**src/rtl/jss_pkg.sv**
```systemverilog
`timescale 1ns / 1ps
`default_nettype none
package jss_pkg;

  // Set geometry and number format
  localparam int SET_DEPTH = 64;
  localparam int FRAC_BITS = 16;
  localparam int ELEM_W    = 32;
  localparam int ADDR_W    = (SET_DEPTH > 1) ? $clog2(SET_DEPTH) : 1;
  localparam int CNT_W     = $clog2(SET_DEPTH + 1);
  localparam int UNI_W     = CNT_W + 1;
  localparam int NUM_W     = CNT_W + FRAC_BITS;

  // Beat field widths
  localparam int REQ_W     = 2;
  localparam int SIM_W     = 23;
  localparam int INTER_W   = 7;
  localparam int UNION_W   = 8;

  // Request codes
  localparam logic [REQ_W-1:0] REQ_APPEND_A = 2'd0;
  localparam logic [REQ_W-1:0] REQ_APPEND_B = 2'd1;
  localparam logic [REQ_W-1:0] REQ_FINISH   = 2'd2;

endpackage
`default_nettype wire

```
**src/rtl/jss_if.sv**
```systemverilog
`timescale 1ns / 1ps
`default_nettype none
interface jss_req_if;
  import jss_pkg::*;

  logic               valid;
  logic               ready;
  logic [REQ_W-1:0]   req_type;
  logic [ELEM_W-1:0]  element;

  modport source (output valid, output req_type, output element, input ready);
  modport sink   (input valid, input req_type, input element, output ready);
endinterface

interface jss_res_if;
  import jss_pkg::*;

  logic               valid;
  logic               ready;
  logic [SIM_W-1:0]   similarity;
  logic [INTER_W-1:0] intersection_count;
  logic [UNION_W-1:0] union_count;
  logic               overflowed;

  modport source (output valid, output similarity, output intersection_count,
                  output union_count, output overflowed, input ready);
  modport sink   (input valid, input similarity, input intersection_count,
                  input union_count, input overflowed, output ready);
endinterface
`default_nettype wire

```
**src/rtl/jss_ram.sv**
```systemverilog
`timescale 1ns / 1ps
`default_nettype none
module jss_ram #(
  parameter int DEPTH = 64,
  parameter int WIDTH = 32,
  parameter int AW    = (DEPTH > 1) ? $clog2(DEPTH) : 1
) (
  input  wire logic             clk,
  input  wire logic             we,
  input  wire logic [AW-1:0]    waddr,
  input  wire logic [WIDTH-1:0] wdata,
  input  wire logic             re,
  input  wire logic [AW-1:0]    raddr,
  output logic      [WIDTH-1:0] rdata
);

  logic [WIDTH-1:0] mem [DEPTH];

  // Write port
  always_ff @(posedge clk) begin
    if (we) begin
      mem[waddr] <= wdata;
    end
  end

  // Registered read port, holds its data while idle
  always_ff @(posedge clk) begin
    if (re) begin
      rdata <= mem[raddr];
    end
  end

endmodule
`default_nettype wire

```
**src/rtl/jss_div.sv**
```systemverilog
`timescale 1ns / 1ps
`default_nettype none
module jss_div (
  input  wire logic                      clk,
  input  wire logic                      rst,
  input  wire logic                      start,
  input  wire logic [jss_pkg::NUM_W-1:0] num,
  input  wire logic [jss_pkg::UNI_W-1:0] den,
  output logic                           done,
  output logic      [jss_pkg::NUM_W-1:0] quo
);
  import jss_pkg::*;

  localparam int STEP_W = $clog2(NUM_W + 1);

  logic              busy;
  logic [STEP_W-1:0] step;
  logic [UNI_W-1:0]  rem;
  logic [UNI_W-1:0]  div_den;
  logic [UNI_W:0]    trial;
  logic              fits;

  // One restoring step: shift in the next numerator bit, subtract if it fits
  assign trial = {rem, quo[NUM_W-1]};
  assign fits  = trial >= {1'b0, div_den};

  always_ff @(posedge clk) begin
    if (rst) begin
      busy <= 1'b0;
      done <= 1'b0;
      step <= '0;
    end else begin
      // Pulse done after the last step
      done <= !start && busy && (step == STEP_W'(NUM_W - 1));
      if (start) begin
        busy    <= 1'b1;
        step    <= '0;
        rem     <= '0;
        quo     <= num;
        div_den <= den;
      end else if (busy) begin
        rem  <= fits ? UNI_W'(trial - {1'b0, div_den}) : trial[UNI_W-1:0];
        quo  <= {quo[NUM_W-2:0], fits};
        step <= step + STEP_W'(1);
        if (step == STEP_W'(NUM_W - 1)) begin
          busy <= 1'b0;
        end
      end
    end
  end

endmodule
`default_nettype wire

```
**src/rtl/jaccard_set_similarity.sv**
```systemverilog
`timescale 1ns / 1ps
`default_nettype none
// Jaccard similarity of two element sets. Append beats (set A or set B) are
// taken one per cycle and written straight into the set memories; an append
// to a full set is dropped and raises the overflow flag. A finish beat scans
// every A entry against the B entries, one compare per cycle from the B
// memory port, stopping at the first match, with a fetch state for each A
// entry. A bit-serial divider then forms intersection / union with 16
// fraction bits. The result beat waits in an output register; both sets and
// the flag clear when it is loaded. Two empty sets give 1.0. No new request
// is taken from finish until the result is loaded.
module jaccard_set_similarity (
  input  wire logic clk,
  input  wire logic rst,
  jss_req_if.sink   req,
  jss_res_if.source res
);
  import jss_pkg::*;

  localparam logic [2:0] S_IDLE  = 3'd0;
  localparam logic [2:0] S_RDA   = 3'd1;
  localparam logic [2:0] S_SCAN  = 3'd2;
  localparam logic [2:0] S_DIVGO = 3'd3;
  localparam logic [2:0] S_DIVW  = 3'd4;
  localparam logic [2:0] S_OUT   = 3'd5;

  logic [2:0]        state;
  logic [CNT_W-1:0]  count_a;
  logic [CNT_W-1:0]  count_b;
  logic              overflow_flag;
  logic [ADDR_W-1:0] idx_a;
  logic [ADDR_W-1:0] idx_b;
  logic [CNT_W-1:0]  hits;
  logic [UNI_W-1:0]  uni;
  logic [SIM_W-1:0]  sim;

  logic               res_valid;
  logic [SIM_W-1:0]   res_sim;
  logic [INTER_W-1:0] res_inter;
  logic [UNION_W-1:0] res_union;
  logic               res_ovf;

  logic              accept;
  logic              full_a;
  logic              full_b;
  logic              we_a;
  logic              we_b;
  logic              re_a;
  logic              re_b;
  logic [ADDR_W-1:0] raddr_b;
  logic [ELEM_W-1:0] rdata_a;
  logic [ELEM_W-1:0] rdata_b;
  logic              hit;
  logic              last_a;
  logic              last_b;
  logic              load_res;
  logic [UNI_W-1:0]  uni_next;
  logic              div_start;
  logic              div_done;
  logic [NUM_W-1:0]  div_quo;

  // Request side
  assign req.ready = (state == S_IDLE);
  assign accept    = req.valid && req.ready;
  assign full_a    = (count_a == CNT_W'(SET_DEPTH));
  assign full_b    = (count_b == CNT_W'(SET_DEPTH));
  assign we_a      = accept && (req.req_type == REQ_APPEND_A) && !full_a;
  assign we_b      = accept && (req.req_type == REQ_APPEND_B) && !full_b;

  // Scan reads: fetch A entry, then stream B entries one ahead of the compare
  assign re_a    = (state == S_RDA);
  assign re_b    = (state == S_RDA) || (state == S_SCAN);
  assign raddr_b = (state == S_RDA) ? '0 : ADDR_W'(idx_b + ADDR_W'(1));
  assign hit     = (rdata_a == rdata_b);
  assign last_a  = ((CNT_W'(idx_a) + CNT_W'(1)) == count_a);
  assign last_b  = ((CNT_W'(idx_b) + CNT_W'(1)) == count_b);

  jss_ram #(.DEPTH(SET_DEPTH), .WIDTH(ELEM_W), .AW(ADDR_W)) u_ram_a (
    .clk   (clk),
    .we    (we_a),
    .waddr (count_a[ADDR_W-1:0]),
    .wdata (req.element),
    .re    (re_a),
    .raddr (idx_a),
    .rdata (rdata_a)
  );

  jss_ram #(.DEPTH(SET_DEPTH), .WIDTH(ELEM_W), .AW(ADDR_W)) u_ram_b (
    .clk   (clk),
    .we    (we_b),
    .waddr (count_b[ADDR_W-1:0]),
    .wdata (req.element),
    .re    (re_b),
    .raddr (raddr_b),
    .rdata (rdata_b)
  );

  // Union and divide
  assign uni_next  = UNI_W'(count_a) + UNI_W'(count_b) - UNI_W'(hits);
  assign div_start = (state == S_DIVGO);

  jss_div u_div (
    .clk   (clk),
    .rst   (rst),
    .start (div_start),
    .num   ({hits, {FRAC_BITS{1'b0}}}),
    .den   (uni_next),
    .done  (div_done),
    .quo   (div_quo)
  );

  assign load_res = (state == S_OUT) && (!res_valid || res.ready);

  // Sequencer
  always_ff @(posedge clk) begin
    if (rst) begin
      state         <= S_IDLE;
      count_a       <= '0;
      count_b       <= '0;
      overflow_flag <= 1'b0;
      res_valid     <= 1'b0;
    end else begin
      if (res_valid && res.ready && !load_res) begin
        res_valid <= 1'b0;
      end
      case (state)
        S_IDLE: begin
          if (accept) begin
            case (req.req_type)
              REQ_APPEND_A: begin
                if (full_a) overflow_flag <= 1'b1;
                else        count_a <= count_a + CNT_W'(1);
              end
              REQ_APPEND_B: begin
                if (full_b) overflow_flag <= 1'b1;
                else        count_b <= count_b + CNT_W'(1);
              end
              REQ_FINISH: begin
                hits  <= '0;
                idx_a <= '0;
                if (count_a == '0 && count_b == '0) begin
                  sim   <= SIM_W'(1) << FRAC_BITS;
                  uni   <= '0;
                  state <= S_OUT;
                end else if (count_a == '0 || count_b == '0) begin
                  state <= S_DIVGO;
                end else begin
                  state <= S_RDA;
                end
              end
              default: begin
              end
            endcase
          end
        end
        S_RDA: begin
          idx_b <= '0;
          state <= S_SCAN;
        end
        S_SCAN: begin
          if (hit || last_b) begin
            hits <= hits + CNT_W'(hit);
            if (last_a) begin
              state <= S_DIVGO;
            end else begin
              idx_a <= idx_a + ADDR_W'(1);
              state <= S_RDA;
            end
          end else begin
            idx_b <= idx_b + ADDR_W'(1);
          end
        end
        S_DIVGO: begin
          uni   <= uni_next;
          state <= S_DIVW;
        end
        S_DIVW: begin
          if (div_done) begin
            sim   <= SIM_W'(div_quo);
            state <= S_OUT;
          end
        end
        S_OUT: begin
          if (load_res) begin
            res_valid     <= 1'b1;
            res_sim       <= sim;
            res_inter     <= INTER_W'(hits);
            res_union     <= UNION_W'(uni);
            res_ovf       <= overflow_flag;
            count_a       <= '0;
            count_b       <= '0;
            overflow_flag <= 1'b0;
            state         <= S_IDLE;
          end
        end
        default: begin
          state <= S_IDLE;
        end
      endcase
    end
  end

  // Result beat
  assign res.valid              = res_valid;
  assign res.similarity         = res_sim;
  assign res.intersection_count = res_inter;
  assign res.union_count        = res_union;
  assign res.overflowed         = res_ovf;

  // Set counts never pass the memory depth
  a_count_bound: assert property (@(posedge clk) disable iff (rst)
    (count_a <= CNT_W'(SET_DEPTH)) && (count_b <= CNT_W'(SET_DEPTH)))
    else $error("set count exceeds depth");

  // Match count never passes the number of A entries
  a_hits_bound: assert property (@(posedge clk) disable iff (rst)
    (state != S_IDLE) |-> (hits <= count_a))
    else $error("intersection exceeds set A size");

  // Loading a result empties both sets
  a_clear_on_load: assert property (@(posedge clk) disable iff (rst)
    load_res |=> (count_a == '0) && (count_b == '0) && !overflow_flag && res_valid)
    else $error("sets not cleared after result load");

  // Scan stays inside the loaded entries
  a_scan_range: assert property (@(posedge clk) disable iff (rst)
    (state == S_SCAN) |-> (CNT_W'(idx_a) < count_a) && (CNT_W'(idx_b) < count_b))
    else $error("scan index out of range");

  // Divider finishes only while it is awaited
  a_div_done: assert property (@(posedge clk) disable iff (rst)
    div_done |-> (state == S_DIVW))
    else $error("divider done outside wait state");

endmodule
`default_nettype wire
```
**src/flat_wrapper.sv**
```systemverilog
// flat-port wrapper written by rule: the top's interface ports become plain ports
module jaccard_set_similarity_flat import jss_pkg::*;
  (clk, rst, req_valid, req_req_type, req_element, req_ready, res_valid, res_similarity, res_intersection_count, res_union_count, res_overflowed, res_ready);
  jss_req_if req_i ();
  jss_res_if res_i ();
  input  wire logic clk;
  input  wire logic rst;
  input wire logic [$bits(req_i.valid)-1:0] req_valid;
  input wire logic [$bits(req_i.req_type)-1:0] req_req_type;
  input wire logic [$bits(req_i.element)-1:0] req_element;
  output wire logic [$bits(req_i.ready)-1:0] req_ready;
  output wire logic [$bits(res_i.valid)-1:0] res_valid;
  output wire logic [$bits(res_i.similarity)-1:0] res_similarity;
  output wire logic [$bits(res_i.intersection_count)-1:0] res_intersection_count;
  output wire logic [$bits(res_i.union_count)-1:0] res_union_count;
  output wire logic [$bits(res_i.overflowed)-1:0] res_overflowed;
  input wire logic [$bits(res_i.ready)-1:0] res_ready;
  assign req_i.valid = req_valid;
  assign req_i.req_type = req_req_type;
  assign req_i.element = req_element;
  assign req_ready = req_i.ready;
  assign res_valid = res_i.valid;
  assign res_similarity = res_i.similarity;
  assign res_intersection_count = res_i.intersection_count;
  assign res_union_count = res_i.union_count;
  assign res_overflowed = res_i.overflowed;
  assign res_i.ready = res_ready;
  jaccard_set_similarity u_core (.clk(clk), .rst(rst), .req(req_i), .res(res_i));
endmodule
```
**config.mk**
```make
export PLATFORM = sky130hd
export DESIGN_NAME = jaccard_set_similarity_flat
export DESIGN_NICKNAME = d
export VERILOG_FILES = /design/src/rtl/jss_pkg.sv /design/src/rtl/jss_if.sv /design/src/rtl/jss_ram.sv /design/src/rtl/jss_div.sv /design/src/rtl/jaccard_set_similarity.sv /design/src/flat_wrapper.sv
export SDC_FILE = /design/constraint.sdc
export NUM_CORES = 2
export LEC_CHECK = 0
export BUFFER_PORTS_ARGS = -buffer_cell sky130_fd_sc_hd__buf_2
export CAP_MARGIN = 20
export CORE_MARGIN = 4
export CORE_UTILIZATION = 50
export CTS_BUF_LIST = sky130_fd_sc_hd__clkbuf_4
export DETAILED_ROUTE_END_ITERATION = 8
export PLACE_DENSITY = 0.65
export SKIP_LAST_GASP = 1
export SLEW_MARGIN = 20
export SYNTH_ARGS = -nofsm -noshare
export SYNTH_HDL_FRONTEND = slang
export SYNTH_SLANG_ARGS = --single-unit
```
**constraint.sdc**
```tcl
create_clock -name clk -period 6.7 [get_ports clk]
set_input_delay 0.335 -clock clk [delete_from_list [all_inputs] [get_ports clk]]
set_output_delay 0.335 -clock clk [all_outputs]
set_load 0.005 [all_outputs]
```
==> metrics.txt <==
CP required=8040 ps; DIE HEIGHT=between 500 and 600 um; layout cells sized above 1=between 20% and 30%; Lkg Pwr=60.4 nW; I/O pin cnt=~80; Post-CTS Hold Buffers=approximately 110; number of synthesized flops with an enable pin=4288; Nets=between 10000 and 15000; CTS root buf=clkbuf_4; Syn Std Cell Area=167000 sq um; most area-consuming cells after synthesis=edfxtp_1 77%, mux4_2 9.4%, nand2_1 1.5%, o21ai_0 1.1%, mux2i_1 0.93%; antenna violations before repair=27; Adder-Cell Fraction of Synth Area=0.298%; P&R area growth vs syn=13.2%; unrepaired setup endpoints after global routing=false; GPL Wtd Cong=0.916; Synth Area in XOR/XNOR=0.428%; CP Launch Type=register; Critical Path Sink Type=register; Max rail drop VDD=217 uV; Max stage delay on crit path=770 ps; Max Cap Viol=0; GRT Total Usage=28.3%; PortBufs=78; Die W=586 um; Post-CTS Setup Inserts=0; post-route cell area=189000 sq um; Final setup viols=0; post-synth net total=about 9000; drt wl/cell=32.4 um; fin crit share=78.4%; Avg Inst Size Synth=18.9 sq um; largest family of logic cells by synthesized area=multiplexers; Max FO, Critical Path=46; Syn Inst Count=8852; Setup TNS Final=0 ps; P per Cell Area=341 nW/um^2; simple-gate share of the synthesized area=4.34%; Area after DPL=175000 sq um; Num CTS Buffers=roughly 1100; Yosys warning total=0; pin count of the biggest net entering global routing=182; vias in the first global route=95489; CP max-delay cell=a21oi_1; max-slew violations=0; row count=around 210; H-tree levels=7; mux cell area share after synthesis=10.7%; critical-path cell list=or3b_1 > buf_4 > and2_4 > buf_4 > mux4_2 > a211oi_1 > nor3_1 > a21oi_1 > nor4_1; Yosys cell types=77; die area=344000 sq um; async set or reset register ratio after synthesis=0%; GR Overflow Total=0; cts repair resizes=0; clk buf depth=5; f_max=190 MHz; Fin Clk Skew=141 ps; status=finished, final reports clean; DR vias/cell=about 6.3; routed via count=94841; final worst path period need=5250 ps; first-pass GRT wire length=687000 um; Tightest Pin Transition=1320 ps; final hold viol count=0; most used cell, CP=buf_4; post-synthesis compound-gate area fraction=5.35%; top cells by count, synth=4288 x edfxtp_1, 697 x mux4_2, 667 x nand2_1; most frequent cell after synthesis=edfxtp_1; CTS sink cnt=between 4000 and 5000; DRC viols=0; ys flop type=edfxtp_1; Starting DRT DRC Count=13714; initial core utilization=50.2%; Detail Placement HPWL=roughly 270000 um; slew margin rel.=11.8%; Core Box Area=333000 sq um; min-delay worst type=in2reg; 1st-pass router iterations=6; Antenna Nets Post-Route=0; register area share after synthesis=77.3%; critical path type=reg2reg; CTS tree=yes; Arr. time, crit path=between 6000 and 7000 ps; post-synth top area share=between 70% and 80%; Yosys top cell by area=edfxtp_1; Worst-path clk slew=approximately 70 ps; synthesized flop and latch total=between 4000 and 5000; worst skew pair latency=between 1500 and 2000 ps; drt total wl=484000 um
==> metal layers <==
metal  vias up  wire, um  global-route usage (%)
met3      1031     53300                    7.62
met4         0     22800                    14.3
met1     48678    179000                    37.6
met5         -         0                       0
li1      38954         -                       -
met2      6178    229000                    43.6
==> placed cells by master (no fill, tap or decap), drive strengths merged, types with 26 or more instances in the layout <==
master       instances
a211oi             206
a21oi              171
a311oi             150
a31oi               78
and2                46
buf                422
clkbuf            1575
clkinv             133
dfxtp               26
diode               39
dlygate4sd3         81
edfxtp            4288
ha                  27
inv                 66
mux2                60
mux2i              156
mux4               697
nand2              670
nand3              125
nor2               223
nor2b              152
nor3                98
o211ai              53
o21ai              361
o221ai             118
o22ai              115
or3                173
xnor2               65
==> critical path, delay by kind of cell (launching register included) <==
kind                   cells  cell delay [ps]
AOI/OAI and AO/OA          2             1410
and+or+nand+nor            4             1370
buffers and inverters      2              980
DFF                        1              570
muxes                      1              460
==> logic make-up after synthesis <==
kind of cell / after synthesis
buffers and inverters: 614
multiplexers: 913
adder cells (fa/ha/maj): 35
XOR/XNOR: 80
AND/OR/NAND/NOR: 1554
flip-flops: 4314
AO/OA/AOI/OAI: 1342
==> area by class of cell <==
class                      instances  area (sq um)
fill                           25061        144000
sequential                      4314        129000
multi-input combinational       3924         36500
clock buffer                    1575         11800
tap                             4387          5490
timing repair buffer             503          4990
clock inverter                   168          1050
inverter                          47           189
antenna                           39          97.6
==> power by group <==
part	switching [mW]	total, mW	internal, mW
Clock	10.1	21.3	11.3
Combinational	8.62	12.8	4.19
Sequential	0.425	30.5	30.1
Total	19.1	64.7	45.6
==> registers in the layout, indices dropped and copies added, names as in the netlist, 8 cells and up <==
signal	flops
u_core.u_ram_a.mem	2048
u_core.u_ram_b.mem	2048
u_core.u_ram_a.rdata	32
u_core.u_ram_b.rdata	32
u_core.res.similarity	23
u_core.sim	23
u_core.u_div.quo	23
u_core.res.union_count	8
u_core.u_div.div_den	8
u_core.u_div.rem	8
u_core.uni	8
==> final timing paths <==
kind,start,endpoint,slack (ps),cells past startpoint
hold / removal,req_element[27],u_core.u_ram_b.mem[50][27]$_DFFE_PP_,260,4
setup / recovery,u_core.state[1]$_SDFFE_PP0P_,u_core.u_ram_b.rdata[18]$_DFFE_PP_,1450,9
setup reg to reg,u_core.state[1]$_SDFFE_PP0P_,u_core.u_ram_b.rdata[18]$_DFFE_PP_,1450,9
hold reg to reg,u_core.uni[0]$_SDFFCE_PN0P_,u_core.res.union_count[0]$_DFFE_PP_,410,0
==> stage by stage <==
step / setup WS [ps] / power [mW] / std cells / hold slack (ps) / utilization (%)
2_1_floorplan: 3130 / 38.0 / 8852 / 400 / -
3_5_place_dp: 1830 / 43.5 / 13060 / 405 / 52.4
3_3_place_gp: 1910 / 43.4 / 13050 / 402 / 52.4
6_report: 1450 / 64.7 / 14957 / 259 / 56.8
4_1_cts: 1760 / 64.8 / 14916 / 76.8 / 56.8
5_1_grt: 1700 / 67.0 / 14943 / 149 / 56.8
No activity file was read; power rests on OpenSTA's default activity.
